### config.mk
export PLATFORM = sky130hd
export DESIGN_NAME = depq_cell
export DESIGN_NICKNAME = d
export VERILOG_FILES = /design/src/design/double_ended_priority_queue_unit_assert.svh /design/src/design/depq_pkg.sv /design/src/design/depq_cell.sv
export SDC_FILE = /design/constraint.sdc
export NUM_CORES = 1
export LEC_CHECK = 0
export BUFFER_PORTS_ARGS = -buffer_cell sky130_fd_sc_hd__buf_2
export CORE_ASPECT_RATIO = 0.5
export CORE_MARGIN = 2
export CORE_UTILIZATION = 35
export DETAILED_ROUTE_END_ITERATION = 6
export PLACE_DENSITY_LB_ADDON = 0.1
export SYNTH_ARGS = -nofsm -noshare
export SYNTH_HDL_FRONTEND = slang
export SYNTH_SLANG_ARGS = --single-unit
### constraint.sdc
create_clock -name aclk -period 5.44 [get_ports aclk]
set_input_delay 0.816 -clock aclk [delete_from_list [all_inputs] [get_ports aclk]]
set_output_delay 0.816 -clock aclk [all_outputs]
set_load 0.02 [all_outputs]
### src/design/double_ended_priority_queue_unit_assert.svh
// Assertion macros shared by the priority queue RTL.
`ifndef DOUBLE_ENDED_PRIORITY_QUEUE_UNIT_ASSERT_SVH
`define DOUBLE_ENDED_PRIORITY_QUEUE_UNIT_ASSERT_SVH

// Same-cycle implication, disabled while in reset.
`define DEPQ_ASSERT_IMP(lbl, clk, rst_n, ante, cons, msg) \
    lbl: assert property (@(posedge clk) disable iff (!(rst_n)) (ante) |-> (cons)) \
        else $error(msg);

// Next-cycle implication, disabled while in reset.
`define DEPQ_ASSERT_NXT(lbl, clk, rst_n, ante, cons, msg) \
    lbl: assert property (@(posedge clk) disable iff (!(rst_n)) (ante) |=> (cons)) \
        else $error(msg);

`endif

### src/design/depq_pkg.sv
// Types and constants shared by the priority queue modules.
package depq_pkg;

    localparam int DEPQ_CAPACITY = 1024;
    localparam int DEPQ_DATA_W   = 32;
    localparam int DEPQ_OCC_W    = 11;

    localparam logic [1:0] ACT_INSERT     = 2'd0;
    localparam logic [1:0] ACT_REMOVE_MIN = 2'd1;
    localparam logic [1:0] ACT_REMOVE_MAX = 2'd2;

    // Broadcast from the controller to every cell of the chain.
    typedef struct packed {
        logic                          ins;   // sorted insert of val
        logic                          rmin;  // whole chain moves one place down
        logic signed [DEPQ_DATA_W-1:0] val;
    } depq_cmd_t;

endpackage

### src/design/depq_cell.sv
// One cell of the sorted chain: holds one value and trades with its neighbours.
module depq_cell
    import depq_pkg::*;
#(
    parameter int INDEX = 0,
    parameter int CW    = 11
) (
    input  logic                          aclk,
    input  depq_cmd_t                     cmd,
    input  logic [CW-1:0]                 count,
    input  logic signed [DEPQ_DATA_W-1:0] left_val,
    input  logic                          left_ge,
    input  logic signed [DEPQ_DATA_W-1:0] right_val,
    output logic signed [DEPQ_DATA_W-1:0] val,
    output logic                          ge,
    output logic signed [DEPQ_DATA_W-1:0] leaf
);

    logic signed [DEPQ_DATA_W-1:0] val_reg;
    logic signed [DEPQ_DATA_W-1:0] val_next;
    logic                          occupied;
    logic                          is_last;

    assign occupied = count > CW'(INDEX);
    assign is_last  = count == CW'(INDEX + 1);

    // Empty cells count as greater, so a value above every entry lands at the first free cell.
    assign ge   = !occupied || (val_reg > cmd.val);
    assign val  = val_reg;
    assign leaf = is_last ? val_reg : '0;

    always_comb begin
        val_next = val_reg;
        if (cmd.ins) begin
            if (left_ge) begin
                val_next = left_val;
            end else if (ge) begin
                val_next = cmd.val;
            end
        end else if (cmd.rmin) begin
            val_next = right_val;
        end
    end

    always_ff @(posedge aclk) begin
        val_reg <= val_next;
    end

endmodule

==> flow_metrics.env <==
export IMPL_pre_cts_slack_ns=1.75
export IMPL_arrival_ns=2.82
export IMPL_vias=2665
export IMPL_clkTransAtPathRegs_ns=0.05
export IMPL_holdBufCountCts=0
export IMPL_period_share_pct=66.9
export IMPL_p_sw_share_pct=31.3
export IMPL_switchingPower_uw=266
export IMPL_postCtsSetupBuffers=0
export IMPL_grt_pass1_vias=2423
export IMPL_crit_top_cell="buf_2"
export IMPL_drt_pass1_iter_count=4
export IMPL_htreeDepth=2
export IMPL_slew_violations=0
export IMPL_critPathCapture="ge"
export IMPL_power_leakage_nw=2.04
export IMPL_routed_wl_microns=7370
export IMPL_cts_buffers=5
export IMPL_final_setup_tns_ns=0
export IMPL_synth_compound_area_share_pct=12.5
export IMPL_root_buffer="clkbuf_16"
export IMPL_startpoint="cmd[31]"
export IMPL_endpoint_kind="output port"
export IMPL_syn_cell_area_sq_um=2710
export IMPL_synth_adder_area_share_pct=14.8
export IMPL_grt_setup_unrepaired="no"
export IMPL_multiInputGateArea_sq_um=1580
export IMPL_r2r_end="val[31]"
export IMPL_cp_required_ns=4.62
export IMPL_fillCellCount=740
export IMPL_drtIter0Drc=66
export IMPL_wire_per_inst_microns=13.1
export IMPL_finalHoldViolations=0
export IMPL_clk_latency_ns=0.27
export IMPL_outcome="finished, final reports clean"
export IMPL_synth_top_family_by_area="simple AND/OR/NAND/NOR gates"
export IMPL_seqPwrFrac_pct=39.0
export IMPL_powerDensity_nw_per_um2=223
export IMPL_hold_path_class="in -> reg"
export IMPL_setup_slack_ns=1.80
export IMPL_grtUsageTotal_pct=17.1
export IMPL_drc=0
export IMPL_start_util_pct=36.6
export IMPL_ant_nets=0
export IMPL_synthSimpleGateAreaFrac_pct=18.8
export IMPL_cap_violations=0
export IMPL_yosysWarnings=0
export IMPL_hpwl_microns=5780
export IMPL_grt_ovfl_total=0
export IMPL_synth_cell_type_count=36
export IMPL_pwr_share_comb_pct=30.4
export IMPL_io_buffers=175
export IMPL_skew_ns=0.00186
export IMPL_p_clk_share_pct=30.7
export IMPL_rr_worst_depth=7
export IMPL_coreArea_sq_um=7400
export IMPL_finalSetupViolCount=0
export IMPL_clock_fmax_mhz=275
export IMPL_regToRegSetupSlack_ns=2.28
export IMPL_critPathKind="in -> out"
export IMPL_ys_seq_area_share_pct=35.4
export IMPL_cts_buffer_depth=2
export IMPL_slew_headroom_pct=26.9
export IMPL_tightest_slew_ns=1.09
export IMPL_p_int_uw=584
export IMPL_avgSynthCellArea_sq_um=9.07
export IMPL_largest_reg_flops=32
export IMPL_vias_per_cell=4.73
export IMPL_die_area_sq_um=8510
export IMPL_die_height_microns=66.2
export IMPL_cts_tree="yes"
export IMPL_period_minus_slack_ns=3.64
export IMPL_synth_async_reset_ratio_pct=0
export IMPL_slowest_delay_ns=0.41
export IMPL_drive_above_1_share_pct=39.7
export IMPL_antenna_found_initial=0
export IMPL_synth_main_ff_cell="edfxtp_1"
export IMPL_cp_slowest_cell="o32ai_1"
export IMPL_synthCells=299
export IMPL_die_w_microns=128
export IMPL_synth_xor_area_share_pct=0
export IMPL_rr_startpoint="val[31]"
export IMPL_start_kind="primary input"
export IMPL_grt_start_max_net_pins=50
export IMPL_seq_area_sq_um=961
export IMPL_ir_worst_vdd_mv=0.100
export IMPL_insertedDiodeCount=0
export IMPL_path_max_fanout=4
export IMPL_grt_pass1_wl_microns=11500
export IMPL_path_cells="buf_2 -> inv_1 -> ha_1 -> nand4_2 -> nor4_2 -> a2bb2oi_1 -> and3b_1 -> o32ai_1 -> o21ai_1 -> buf_2"
export IMPL_io_pins=176
export IMPL_muxShareOfSynthArea_pct=11.8
export IMPL_ctsResizeCount=0
export IMPL_clock_sinks=32
export IMPL_ys_seq_elements=32
export IMPL_power_total_uw=849
export IMPL_core_rowCount=22
export IMPL_syn2layout_area_growth_pct=40.3
export IMPL_nNetsFinal=611
export IMPL_syn_nets=442
export IMPL_synth_edf_count=32
export IMPL_gp_congestion=0.731
[worst min-delay path by stage]
stage                  startpoint       to  slack (ns)  depth (start not counted)
finish              right_val[13]  val[13]        0.86                          3
global route        right_val[18]  val[18]        0.86                          3
CTS                 right_val[18]  val[18]        0.86                          3
detailed placement  right_val[18]  val[18]        1.14                          3
global placement    right_val[12]  val[12]        1.14                          3
floorplan           right_val[30]  val[30]        1.04                          2
[Yosys cell counts, types with 2 or more instances]
cell       n  area share [%]
a21oi_1   46             8.5
and2_1    31             7.2
buf_2      3            0.55
clkbuf_1  10             1.4
edfxtp_1  32              35
ha_1      32              15
inv_1     33             4.6
mux2i_1   32              12
nand2_1    7            0.97
nand3_1    2            0.37
nand4_1    5             1.2
nor2_1    38             5.3
nor4_1     2            0.46
o21ai_0    4            0.74
[power groups by stage]
stage               registers [mW]  clock network, mW  logic [mW]
CTS                          0.332              0.270       0.262
detailed placement           0.337                  0       0.260
global route                 0.335              0.278       0.292
finish                       0.331              0.260       0.258
global placement             0.336                  0       0.260
floorplan                    0.366                  0       0.125
[logic make-up (layout without fill, tap and decap cells)]
| kind of cell | count (synthesis) | in the layout |
|---|---|---|
| simple gates | 95 | 95 |
| compound gates | 61 | 61 |
| buf+inv | 47 | 216 |
| fa+ha+maj | 32 | 32 |
| mux | 32 | 32 |
| flops | 32 | 32 |
[worst max-delay path, delay by kind of cell]
family,cells,cell delay [ns]
and+or+nand+nor,3,0.70
adders and majority gates,1,0.33
AOI/OAI and AO/OA,3,0.66
buffers and inverters,3,0.31
[stage by stage]
step / hold slack (ns) / cell area (sq um) / util, % / std cells
floorplan: 1.04 / 2710 / - / 299
global placement: 1.14 / 3670 / 49.6 / 557
detailed placement: 1.14 / 3670 / 49.6 / 557
CTS: 0.855 / 3800 / 51.4 / 564
global route: 0.856 / 3800 / 51.4 / 564
finish: 0.861 / 3800 / 51.4 / 564
[layer usage]
layer	wire length [microns]	GRT usage, %	share of wire (%)	vias up
li1	-	-	-	1401
met1	3490	21.6	47	1187
met2	3440	30.4	47	75
met3	405	3.96	5.5	2
met4	24	3.16	0.33	0
met5	0	0	0	-
[cells in the final DEF, fill, tap and decap left out, types with 2 or more instances in the layout]
cell type,n
and2_1,31
clkinv_1,2
clkbuf_16,5
nand3_1,2
mux2i_1,32
inv_1,33
o21ai_0,4
nor4_1,2
a21oi_1,45
nand2_1,7
buf_2,175
ha_1,32
edfxtp_1,32
nand4_1,5
nor2_1,37
[layout make-up]
cell class	count	area share (%)
Multi-Input combinational cell	220	41.6
Sequential cell	32	25.3
Timing Repair Buffer	176	23.2
Clock buffer	5	3.29
Inverter	33	3.26
Tap cell	96	3.16
Clock inverter	2	0.197
Note: power is estimated with default switching activity, not from simulation.
